## src/rtl/core/wfac_pkg.sv

```systemverilog
`timescale 1ns / 1ps
`default_nettype none
package wfac_pkg;

  // payload size field and derived datapath widths
  localparam int SIZE_BITS_WIDTH = 20;
  localparam int NUM_W = SIZE_BITS_WIDTH + 2;  // dividend: bits*4 or bits+22
  localparam int DIV_W = 10;                   // divisor: rate << 0..2
  localparam int RATE_W = 8;
  localparam int US_W = 24;
  localparam int OVH_W = 8;

  typedef enum logic [1:0] {
    MOD_OFDM  = 2'd0,
    MOD_ERP   = 2'd1,
    MOD_DSSS  = 2'd2,
    MOD_UNSUP = 2'd3
  } mod_class_t;

  typedef enum logic [1:0] {
    BW_20    = 2'd0,
    BW_10    = 2'd1,
    BW_5     = 2'd2,
    BW_OTHER = 2'd3
  } bw_code_t;

  // one request in flight through the divider chain
  typedef struct packed {
    logic              err;
    logic [1:0]        cls;
    logic [1:0]        sym_sh;  // log2(symbol_us / 4)
    logic [OVH_W-1:0]  ovh;
    logic [DIV_W-1:0]  div;
    logic [NUM_W-1:0]  num;
    logic [NUM_W-1:0]  quo;
    logic [DIV_W-1:0]  rem;
  } wfac_work_t;

endpackage
`default_nettype wire

```

## src/rtl/core/wfac_if.sv

```systemverilog
`timescale 1ns / 1ps
`default_nettype none
interface wfac_in_if;
  logic                                   valid;
  logic                                   ready;
  logic [1:0]                             mod_class;
  logic [1:0]                             bandwidth_code;
  logic [wfac_pkg::RATE_W-1:0]            rate_units;
  logic                                   short_preamble;
  logic [wfac_pkg::SIZE_BITS_WIDTH-1:0]   payload_bits;

  modport source (output valid, mod_class, bandwidth_code, rate_units, short_preamble,
                  payload_bits, input ready);
  modport sink (input valid, mod_class, bandwidth_code, rate_units, short_preamble,
                payload_bits, output ready);
endinterface

interface wfac_out_if;
  logic                          valid;
  logic                          ready;
  logic [wfac_pkg::US_W-1:0]     total_us;
  logic [wfac_pkg::OVH_W-1:0]    overhead_us;
  logic [wfac_pkg::US_W-1:0]     payload_us;
  logic                          error_flag;

  modport source (output valid, total_us, overhead_us, payload_us, error_flag, input ready);
  modport sink (input valid, total_us, overhead_us, payload_us, error_flag, output ready);
endinterface
`default_nettype wire

```

## src/rtl/core/wfac_prep.sv

```systemverilog
`timescale 1ns / 1ps
`default_nettype none
module wfac_prep (
  input  wire logic [1:0]                           mod_class,
  input  wire logic [1:0]                           bandwidth_code,
  input  wire logic [wfac_pkg::RATE_W-1:0]          rate_units,
  input  wire logic                                 short_preamble,
  input  wire logic [wfac_pkg::SIZE_BITS_WIDTH-1:0] payload_bits,
  output wfac_pkg::wfac_work_t                      work
);
  import wfac_pkg::*;

  logic [1:0] sh;

  always_comb begin
    case (bandwidth_code)
      BW_10:   sh = 2'd1;
      BW_5:    sh = 2'd2;
      default: sh = 2'd0;
    endcase
  end

  always_comb begin
    work        = '0;
    work.cls    = mod_class;
    work.sym_sh = sh;
    work.err    = (mod_class == MOD_UNSUP) || (rate_units == '0);
    if (mod_class == MOD_DSSS) begin
      // ceil(bits*4 / rate)
      work.num = {payload_bits, 2'b00};
      work.div = DIV_W'(rate_units);
      work.ovh = short_preamble ? OVH_W'(96) : OVH_W'(192);
    end else begin
      // ceil((bits+22)*4 / (rate*sym_us)) == ceil((bits+22) / (rate << sh))
      work.num = NUM_W'(payload_bits) + NUM_W'(22);
      work.div = DIV_W'(rate_units) << sh;
      work.ovh = (mod_class == MOD_ERP) ? OVH_W'(20) : (OVH_W'(20) << sh);
    end
  end

endmodule
`default_nettype wire

```

## src/rtl/core/wfac_div_cell.sv

```systemverilog
`timescale 1ns / 1ps
`default_nettype none
module wfac_div_cell (
  input  wire logic                 clk,
  input  wire logic                 rst_n,
  input  wire logic                 up_valid,
  input  wfac_pkg::wfac_work_t      up_data,
  output logic                      up_ready,
  output logic                      dn_valid,
  output wfac_pkg::wfac_work_t      dn_data,
  input  wire logic                 dn_ready
);
  import wfac_pkg::*;

  logic              valid_r;
  wfac_work_t        data_r;
  wfac_work_t        data_nxt;
  logic [DIV_W:0]    trial;
  logic [DIV_W:0]    diff;
  logic              ge;

  // one restoring step: bring down the next dividend bit
  assign trial = {up_data.rem, up_data.num[NUM_W-1]};
  assign diff  = trial - {1'b0, up_data.div};
  assign ge    = trial >= {1'b0, up_data.div};

  always_comb begin
    data_nxt     = up_data;
    data_nxt.rem = ge ? diff[DIV_W-1:0] : trial[DIV_W-1:0];
    data_nxt.num = {up_data.num[NUM_W-2:0], 1'b0};
    data_nxt.quo = {up_data.quo[NUM_W-2:0], ge};
  end

  assign up_ready = !valid_r || dn_ready;
  assign dn_valid = valid_r;
  assign dn_data  = data_r;

  always_ff @(posedge clk) begin
    if (!rst_n) begin
      valid_r <= 1'b0;
    end else if (up_ready) begin
      valid_r <= up_valid;
    end
  end

  always_ff @(posedge clk) begin
    if (up_ready && up_valid) begin
      data_r <= data_nxt;
    end
  end

endmodule
`default_nettype wire

```

## src/rtl/core/wfac_post.sv

```systemverilog
`timescale 1ns / 1ps
`default_nettype none
module wfac_post (
  input  wire logic             clk,
  input  wire logic             rst_n,
  input  wire logic             up_valid,
  input  wfac_pkg::wfac_work_t  up_data,
  output logic                  up_ready,
  wfac_out_if.source            out_ch
);
  import wfac_pkg::*;

  localparam int PAY_W = NUM_W + 6;
  localparam int TOT_W = PAY_W + 1;
  localparam logic [TOT_W-1:0] US_MAX = TOT_W'({US_W{1'b1}});

  logic [NUM_W:0]     nsym;
  logic [PAY_W-1:0]   pay;
  logic [TOT_W-1:0]   tot;
  logic [2:0]         us_sh;

  logic               valid_r;
  logic [US_W-1:0]    total_r;
  logic [US_W-1:0]    total_nxt;
  logic [OVH_W-1:0]   ovh_r;
  logic [OVH_W-1:0]   ovh_nxt;
  logic [US_W-1:0]    pay_r;
  logic [US_W-1:0]    pay_nxt;
  logic               err_r;

  // ceiling from quotient and leftover remainder
  assign nsym  = {1'b0, up_data.quo} + (NUM_W+1)'(up_data.rem != '0);
  assign us_sh = {1'b0, up_data.sym_sh} + 3'd2;

  always_comb begin
    if (up_data.cls == MOD_DSSS) begin
      pay = PAY_W'(nsym);
    end else if (up_data.cls == MOD_ERP) begin
      pay = (PAY_W'(nsym) << us_sh) + PAY_W'(6);  // signal extension
    end else begin
      pay = PAY_W'(nsym) << us_sh;
    end
    tot = TOT_W'(pay) + TOT_W'(up_data.ovh);
    if (up_data.err) begin
      total_nxt = '0;
      ovh_nxt   = '0;
      pay_nxt   = '0;
    end else begin
      total_nxt = (tot > US_MAX) ? US_W'(US_MAX) : tot[US_W-1:0];
      ovh_nxt   = up_data.ovh;
      pay_nxt   = (TOT_W'(pay) > US_MAX) ? US_W'(US_MAX) : pay[US_W-1:0];
    end
  end

  assign up_ready = !valid_r || out_ch.ready;

  always_ff @(posedge clk) begin
    if (!rst_n) begin
      valid_r <= 1'b0;
    end else if (up_ready) begin
      valid_r <= up_valid;
    end
  end

  always_ff @(posedge clk) begin
    if (up_ready && up_valid) begin
      total_r <= total_nxt;
      ovh_r   <= ovh_nxt;
      pay_r   <= pay_nxt;
      err_r   <= up_data.err;
    end
  end

  assign out_ch.valid       = valid_r;
  assign out_ch.total_us    = total_r;
  assign out_ch.overhead_us = ovh_r;
  assign out_ch.payload_us  = pay_r;
  assign out_ch.error_flag  = err_r;

endmodule
`default_nettype wire

```

## src/rtl/core/wlan_frame_airtime_calc_top.sv

```systemverilog
`timescale 1ns / 1ps
`default_nettype none
// 802.11 frame airtime calculator. Each request describes one frame (class, bandwidth,
// rate in 250 kb/s units, preamble, payload bits) and yields one result: overhead,
// payload and total airtime in whole microseconds, or the error flag with zero times
// for an unsupported class or a zero rate. Fully pipelined: one request per cycle
// while the output does not stall. A request passes the row of NUM_W restoring-division
// cells, one quotient bit each, and then the output register.
// Each cell stalls only when it is full and the next one cannot take its contents,
// so bubbles close up under back-pressure and requests keep entering while a
// finished result waits at the output.
module wlan_frame_airtime_calc_top (
  input  wire logic   clk,
  input  wire logic   rst_n,
  wfac_in_if.sink     in_ch,
  wfac_out_if.source  out_ch
);
  import wfac_pkg::*;

  // stage k is the input of cell k; stage NUM_W feeds the output register
  logic        stage_valid [0:NUM_W];
  logic        stage_ready [0:NUM_W];
  wfac_work_t  stage_data  [0:NUM_W];

  // decode: dividend, divisor, overhead and symbol shift per class
  wfac_prep u_prep (
    .mod_class      (in_ch.mod_class),
    .bandwidth_code (in_ch.bandwidth_code),
    .rate_units     (in_ch.rate_units),
    .short_preamble (in_ch.short_preamble),
    .payload_bits   (in_ch.payload_bits),
    .work           (stage_data[0])
  );

  assign stage_valid[0] = in_ch.valid;
  assign in_ch.ready    = stage_ready[0];

  // divider chain, MSB of the quotient first
  for (genvar k = 0; k < NUM_W; k++) begin : g_cell
    wfac_div_cell u_cell (
      .clk      (clk),
      .rst_n    (rst_n),
      .up_valid (stage_valid[k]),
      .up_data  (stage_data[k]),
      .up_ready (stage_ready[k]),
      .dn_valid (stage_valid[k+1]),
      .dn_data  (stage_data[k+1]),
      .dn_ready (stage_ready[k+1])
    );
  end

  // ceiling, symbol scaling, extension, saturation and output register
  wfac_post u_post (
    .clk      (clk),
    .rst_n    (rst_n),
    .up_valid (stage_valid[NUM_W]),
    .up_data  (stage_data[NUM_W]),
    .up_ready (stage_ready[NUM_W]),
    .out_ch   (out_ch)
  );

endmodule
`default_nettype wire

```

## src/flat_wrapper.sv

```systemverilog
// flat-port wrapper written by rule: the top's interface ports become plain ports
module wlan_frame_airtime_calc_top_flat import wfac_pkg::*;
  (clk, rst_n, in_ch_valid, in_ch_mod_class, in_ch_bandwidth_code, in_ch_rate_units, in_ch_short_preamble, in_ch_payload_bits, in_ch_ready, out_ch_valid, out_ch_total_us, out_ch_overhead_us, out_ch_payload_us, out_ch_error_flag, out_ch_ready);
  wfac_in_if in_ch_i ();
  wfac_out_if out_ch_i ();
  input  wire logic clk;
  input  wire logic rst_n;
  input wire logic [$bits(in_ch_i.valid)-1:0] in_ch_valid;
  input wire logic [$bits(in_ch_i.mod_class)-1:0] in_ch_mod_class;
  input wire logic [$bits(in_ch_i.bandwidth_code)-1:0] in_ch_bandwidth_code;
  input wire logic [$bits(in_ch_i.rate_units)-1:0] in_ch_rate_units;
  input wire logic [$bits(in_ch_i.short_preamble)-1:0] in_ch_short_preamble;
  input wire logic [$bits(in_ch_i.payload_bits)-1:0] in_ch_payload_bits;
  output wire logic [$bits(in_ch_i.ready)-1:0] in_ch_ready;
  output wire logic [$bits(out_ch_i.valid)-1:0] out_ch_valid;
  output wire logic [$bits(out_ch_i.total_us)-1:0] out_ch_total_us;
  output wire logic [$bits(out_ch_i.overhead_us)-1:0] out_ch_overhead_us;
  output wire logic [$bits(out_ch_i.payload_us)-1:0] out_ch_payload_us;
  output wire logic [$bits(out_ch_i.error_flag)-1:0] out_ch_error_flag;
  input wire logic [$bits(out_ch_i.ready)-1:0] out_ch_ready;
  assign in_ch_i.valid = in_ch_valid;
  assign in_ch_i.mod_class = in_ch_mod_class;
  assign in_ch_i.bandwidth_code = in_ch_bandwidth_code;
  assign in_ch_i.rate_units = in_ch_rate_units;
  assign in_ch_i.short_preamble = in_ch_short_preamble;
  assign in_ch_i.payload_bits = in_ch_payload_bits;
  assign in_ch_ready = in_ch_i.ready;
  assign out_ch_valid = out_ch_i.valid;
  assign out_ch_total_us = out_ch_i.total_us;
  assign out_ch_overhead_us = out_ch_i.overhead_us;
  assign out_ch_payload_us = out_ch_i.payload_us;
  assign out_ch_error_flag = out_ch_i.error_flag;
  assign out_ch_i.ready = out_ch_ready;
  wlan_frame_airtime_calc_top u_core (.clk(clk), .rst_n(rst_n), .in_ch(in_ch_i), .out_ch(out_ch_i));
endmodule
```

## config.mk

```make
export PLATFORM = sky130hd
export DESIGN_NAME = wlan_frame_airtime_calc_top_flat
export DESIGN_NICKNAME = d
export VERILOG_FILES = /design/src/rtl/core/wfac_pkg.sv /design/src/rtl/core/wfac_if.sv /design/src/rtl/core/wfac_prep.sv /design/src/rtl/core/wfac_div_cell.sv /design/src/rtl/core/wfac_post.sv /design/src/rtl/core/wlan_frame_airtime_calc_top.sv /design/src/flat_wrapper.sv
export SDC_FILE = /design/constraint.sdc
export NUM_CORES = 2
export LEC_CHECK = 0
export BUFFER_PORTS_ARGS = -buffer_cell sky130_fd_sc_hd__clkbuf_2
export CAP_MARGIN = 20
export CELL_PAD_IN_SITES_DETAIL_PLACEMENT = 1
export CELL_PAD_IN_SITES_GLOBAL_PLACEMENT = 2
export CORE_UTILIZATION = 30
export DETAILED_ROUTE_END_ITERATION = 10
export PLACE_DENSITY = 0.64
export SLEW_MARGIN = 20
export SYNTH_ARGS = -nofsm -noshare
export SYNTH_HDL_FRONTEND = slang
export SYNTH_SLANG_ARGS = --single-unit
export TNS_END_PERCENT = 100
```

## constraint.sdc

```tcl
create_clock -name clk -period 19.7 [get_ports clk]
set_clock_uncertainty 0.1 [all_clocks]
set_input_delay 3.94 -clock clk [delete_from_list [all_inputs] [get_ports clk]]
set_output_delay 3.94 -clock clk [all_outputs]
set_load 0.02 [all_outputs]
```

==> After elaboration in Yosys (flattened, before gate mapping) <==
Index checks and enable logic that the tools add are counted.
{ "op_classes": {"add_sub_neg": 27, "n_lt_le_gt_ge": 24, "n_eq_ne": 7, "shift": 3, "n_mux": 30, "reduce_logical": 72} }
{ "op_table": {"columns": ["cell", "count"], "rows": [
  ["11-bit by 10-bit greater-or-equal comparator with 1-bit output", 21],
  ["10-bit two-way mux", 21],
  ["10-bit subtractor", 21],
  ["28-bit two-way mux", 2],
  ["24-bit two-way mux", 2],
  ["40-bit two-way mux", 1],
  ["28-bit by 8-bit adder with 29-bit output", 1],
  ["29-bit by 24-bit > comparator with 1-bit output, second input constant", 1],
  ["28-bit by 3-bit adder with 28-bit output, second input constant", 1],
  ["28-bit by 24-bit > comparator with 1-bit output, second input constant", 1],
  ["23-bit by 3-bit << shifter with 28-bit output", 1],
  ["1-bit logical OR", 24],
  ["22-bit by 1-bit adder with 23-bit output", 1],
  ["1-bit logical AND", 23],
  ["1-bit logical NOT", 23],
  ["20-bit by 5-bit adder with 21-bit output, second input constant", 1],
  ["8-bit two-way mux", 2],
  ["1-bit by 10-bit greater-or-equal comparator with 1-bit output", 1],
  ["10-bit nonzero test", 1],
  ["8-bit by 2-bit << shifter with 10-bit output", 1],
  ["1-bit by 10-bit subtractor with 10-bit output", 1],
  ["2-bit equality test, second input constant", 4],
  ["8-bit logical NOT", 1],
  ["5-bit by 2-bit << shifter with 8-bit output, first input constant", 1],
  ["4 further kinds", 6]
]} }
{ "totals": {"register_bits": 1280, "inputBits": 37, "out_inout_bits": 59, "elab_cells": 366} }

==> Logic depth before layout (Yosys ltp) <==
{ "logic_depth": {"depth_word": 25, "mapped_depth": 23} }

==> Modules after synthesis <==
A second synthesis with hierarchy kept.
{ "hier_totals": {"cells_unflattened": 4353, "hier_area_um2": 72505.8} }
{ "by_module_without_submodules": {"columns": ["mod", "instances", "cells_each", "area_per_inst_um2", "seq_area_each_um2"], "rows": [
  ["wfac_div_cell", 22, 158, 2960.3, 2302.2],
  ["wfac_post", 1, 667, 5993.2, 1731.7],
  ["wfac_prep", 1, 210, 1385.1, 0.0]
]} }

==> Worst setup path before layout <==
Ideal clock, no wire load.
{ "synth_path": {"path_type": "input-to-reg", "from": "input out_ch_ready", "to": "register u_core.g_cell[8].u_cell.data_r, in the netlist u_core.g_cell[8].u_cell.dn_data[0] (enable)", "arrival_ps": 9016, "required_time_ps": 19055, "path_slack_ps": 10039, "cell_stages": 9, "path_buffers": 0, "cell_sequence": "nor2b_1 -> and3_1 -> and3_1 -> and2_1 -> nand2_1 -> nor2_1 -> and3_1 -> nor2b_1 -> a21boi_0"} }
{ "synth_between": {"elab_chain_len": 16} }
{ "synth_rtl": {"columns": ["item", "line", "rtl"], "rows": [
  ["from (decl)", "flat_wrapper.sv:20", "input wire logic [$bits(out_ch_i.ready)-1:0] out_ch_ready;"],
  ["1-bit logical OR", "wfac_post.sv:55", "assign up_ready = !valid_r || out_ch.ready;"],
  ["1-bit logical OR (14 in a row)", "wfac_div_cell.sv:34", "assign up_ready = !valid_r || dn_ready;"],
  ["1-bit logical AND", "wfac_div_cell.sv:47", "if (up_ready && up_valid) begin"],
  ["to (signal assigned)", "wfac_div_cell.sv:48", "data_r <= data_nxt;"],
  ["to (decl)", "wfac_div_cell.sv:16", "wfac_work_t data_r;"]
]} }
No other way between the ends.
A chain may end at the register's enable or synchronous reset.

==> Final worst setup path <==
{ "layout_path": {"from": "input out_ch_ready", "to": "output in_ch_ready"} }
{ "layout_between": {"elab_chain_len": 23} }
{ "layout_rtl": {"columns": ["item", "line", "rtl"], "rows": [
  ["1-bit logical OR", "wfac_post.sv:55", null],
  ["1-bit logical OR (22 in a row)", "wfac_div_cell.sv:34", null],
  ["to (decl)", "flat_wrapper.sv:14", "output wire logic [$bits(in_ch_i.ready)-1:0] in_ch_ready;"]
]} }
No other way between the ends.

==> summary.txt <==
Yosys
  • Register bit total from synthesis: 1234
  • Yosys warns: 0
  • Main flop type after synthesis: edfxtp_1
  • Synth top area share: 68.1%
  • Sequential element share of the synthesized area: 68.9%
  • Avg Inst Size Synth: 13.7 um^2
  • EDFF count, synth: 1211
  • Cells after Synth: 3912
  • Synth area leaders: edfxtp_1, ha_1, inv_1
  • Synth unique cells: 98
  • Synth area leader: edfxtp_1
  • Cell area after synthesis: 53400 um^2
  • Top-count cell post-synth: edfxtp_1
  • Post-synth ARST share: 0%
  • Top cells by count, synth: edfxtp_1, inv_1, nand2_1

Place
  • Final Wtd Congestion: 0.811
  • HPWL after detailed placement: 79000 um
  • Pre-CTS WS: 8390 ps
  • Post-DP Area: 56900 um^2
  • I/O Buffers: 93

Timing
  • Fin Setup TNS: 0 ps
  • Final Setup Violations: 0
  • Peak Freq: 0.0889 GHz
  • Crit share post-route: 57.1%
  • Worst-margin pin slew: 1050 ps
  • Final hold vios: 0
  • Slew Limit Fails: 0
  • Setup ws final: 8450 ps
  • Shortest period the worst path allows: 11250 ps
  • Unrepaired setup endpoints after global routing: false
  • Slew HR: 29.5%

Clock network
  • CTS tree: done
  • Clk sinks: 1234
  • CTS root buffer: clkbuf_16
  • Clk Latency, worst-skew pair: 750 ps
  • Post-CTS setup buffer count: 0
  • Total CTS buffers: 133
  • Number of H-tree levels: 4
  • CTS Buffer Depth: 3
  • Hold buffer count at cts: 0
  • Number of cells upsized or downsized after cts: 0
  • Clock transition at the registers of the reported paths: 60 ps

GRT
  • First-pass GRT wire length: 174000 um
  • Initial antenna violation count: 4
  • Total gr overflow: 0
  • Largest net degree at the start of global routing: 56
  • Vias in the first global route: 32.2k
  • All-Layer GR Usage: 12.2%

Setup path
  • Critical Path Sink Type: output pin
  • CP max stage cell: and2_0
  • Critical path class: in -> out
  • Crit-path max FO: 6
  • Worst Setup Start Kind: input pin
  • WP data required: 15660 ps
  • Top delay family on crit path: simple AND/OR/NAND/NOR gates
  • Crit path buffers/inverters: 2
  • Crit path largest cell delay: 540 ps
  • Data arrival, critical path: 7210 ps
  • Worst path cell trace: clkbuf_2 > nor2b_1 > and3_1 > and3_1 > nand2_1 > nor2_1 > and4_1 > and2_0 > nand3_1 > clkbuf_2

Floorplan
  • Rows: 154
  • Core area: 176000 um^2
  • IO Count: 96
  • Horiz. Die Dim: 424 um
  • Die area: 180000 um^2
  • Die span in y: 424 um
  • Initial Utilization: 30.3%

Routing
  • Post-detailed-route count of antenna-violating nets: 0
  • Pre-Repair DR Iteration Count: 7
  • DR vias/cell: 4.59
  • Final wirelength: 108000 um
  • Wire per inst: 16.6 um
  • DRC: 0
  • Iteration-0 DRC Markers: 1335
  • Vias: 30.1k

Finish
  • Multi-input logic area: 14600 um^2
  • Seq. cell area: 36800 um^2
  • Fillers: 18.7k
  • Layout cells sized above 1: 9.95%
  • Area Overhead vs Synth: 14.9%
  • Design area: 61400 um^2
  • # diodes: 0
  • Final net count: 4383

Min path
  • Hold/Removal Path Class: reg -> reg

Pwr
  • P per Cell Area: 89.0 nW/um^2
  • Clock share of power: 45.5%
  • Peak VDD IR: 0.0000647 V
  • P_int: 4.37 mW
  • Switching power total: 1.09 mW
  • Seq pwr share: 52.8%
  • Design Power: 5.46 mW
  • Sw Share: 20.0%
  • Pleak: 22.0 nW
  • Combinational Power Share: 1.8%

Run status
  • Outcome: finished clean

Flow run
  • Max Cap Viol: 0
## layout make-up
class	instances	share of cell area, %
timing repair buffer	134	1.28
clock buffer	163	5.79
clock inverter	78	1.41
sequential	1234	60.0
tap	2340	4.77
multi-input combinational	2100	23.7
inverter	494	3.02
## sequential cells by signal, indices dropped and copies added, names as in the netlist
register and count:
u_core.g_cell.u_cell.dn_data 1156, u_core.g_cell.u_cell.dn_valid 22, u_core.u_post.out_ch.error_flag 1, u_core.u_post.out_ch.overhead_us 6, u_core.u_post.out_ch.payload_us 24, u_core.u_post.out_ch.total_us 24, u_core.u_post.out_ch.valid 1
## worst register-to-register path, delay by kind of cell (launching register included)
family	cells	cell delay, ps
and+or+nand+nor	11	2450
adders and majority gates	3	1200
AOI/OAI and AO/OA	5	800
muxes	1	580
DFF	1	360
buffers and inverters	2	310
xor gates and xnor gates	1	180
## power groups by stage
stage | Combinational, mW | Clock [mW] | Sequential (mW)
floorplan | 0.0667 | 0 | 2.93
global placement | 0.0973 | 0 | 2.94
detailed placement | 0.0999 | 0 | 2.94
CTS | 0.101 | 2.57 | 2.88
global route | 0.112 | 2.66 | 2.88
finish | 0.0976 | 2.48 | 2.88
## final timing paths
path | startpoint | to | slack [ps] | cells after the start
hold / removal | u_core.g_cell[5].u_cell.dn_data[67]$_DFFE_PP_ | u_core.g_cell[6].u_cell.dn_data[67]$_DFFE_PP_ | 310 | 0
hold reg to reg | u_core.g_cell[5].u_cell.dn_data[67]$_DFFE_PP_ | u_core.g_cell[6].u_cell.dn_data[67]$_DFFE_PP_ | 310 | 0
setup reg to reg | u_core.g_cell[21].u_cell.dn_data[5]$_DFFE_PP_ | u_core.u_post.out_ch.total_us[7]$_SDFFCE_PP0P_ | 13440 | 23
setup / recovery | out_ch_ready | in_ch_ready | 8450 | 10
## cells in the final DEF (no fill, tap or decap), types with 24 or more instances in the layout
master	n
xor2_1	81
nand4_1	54
inv_1	493
o31ai_1	88
nor2_1	193
a221oi_1	24
a311oi_1	24
clkinv_1	34
edfxtp_1	1211
ha_1	227
and3_1	90
a21oi_1	212
xnor2_1	53
nand3_1	41
nand2_1	290
clkbuf_2	93
nor3_1	31
nor2b_1	52
buf_4	39
clkbuf_16	137
o21ai_0	269
## kinds of logic after synthesis
kind of cell / synth area share (%)
DFF: 68.9
and+or+nand+nor: 8.23
adders and majority gates: 6.14
muxes: 0.506
AOI/OAI and AO/OA: 9.71
xor gates and xnor gates: 2.25
other: 0.0141
buffers and inverters: 4.21
## per-stage QoR
stage	hold slack (ps)	util (%)	std cells
after floorplan	300	-	3913
after global placement	300	32.2	6300
after detailed placement	305	32.3	6301
after CTS	309	34.8	6542
after global routing	317	34.8	6543
final	310	34.8	6543
## metal layers
metal  GRT usage, %  up-vias  part of all wire [%]
met5              0        -                     0
met4           3.64        0                   2.3
met3           2.21      182                   2.8
met2           22.9      317                    53
met1           13.8    14800                    42
li1               -    14700                     -
Power figures use the tool's default switching activity.
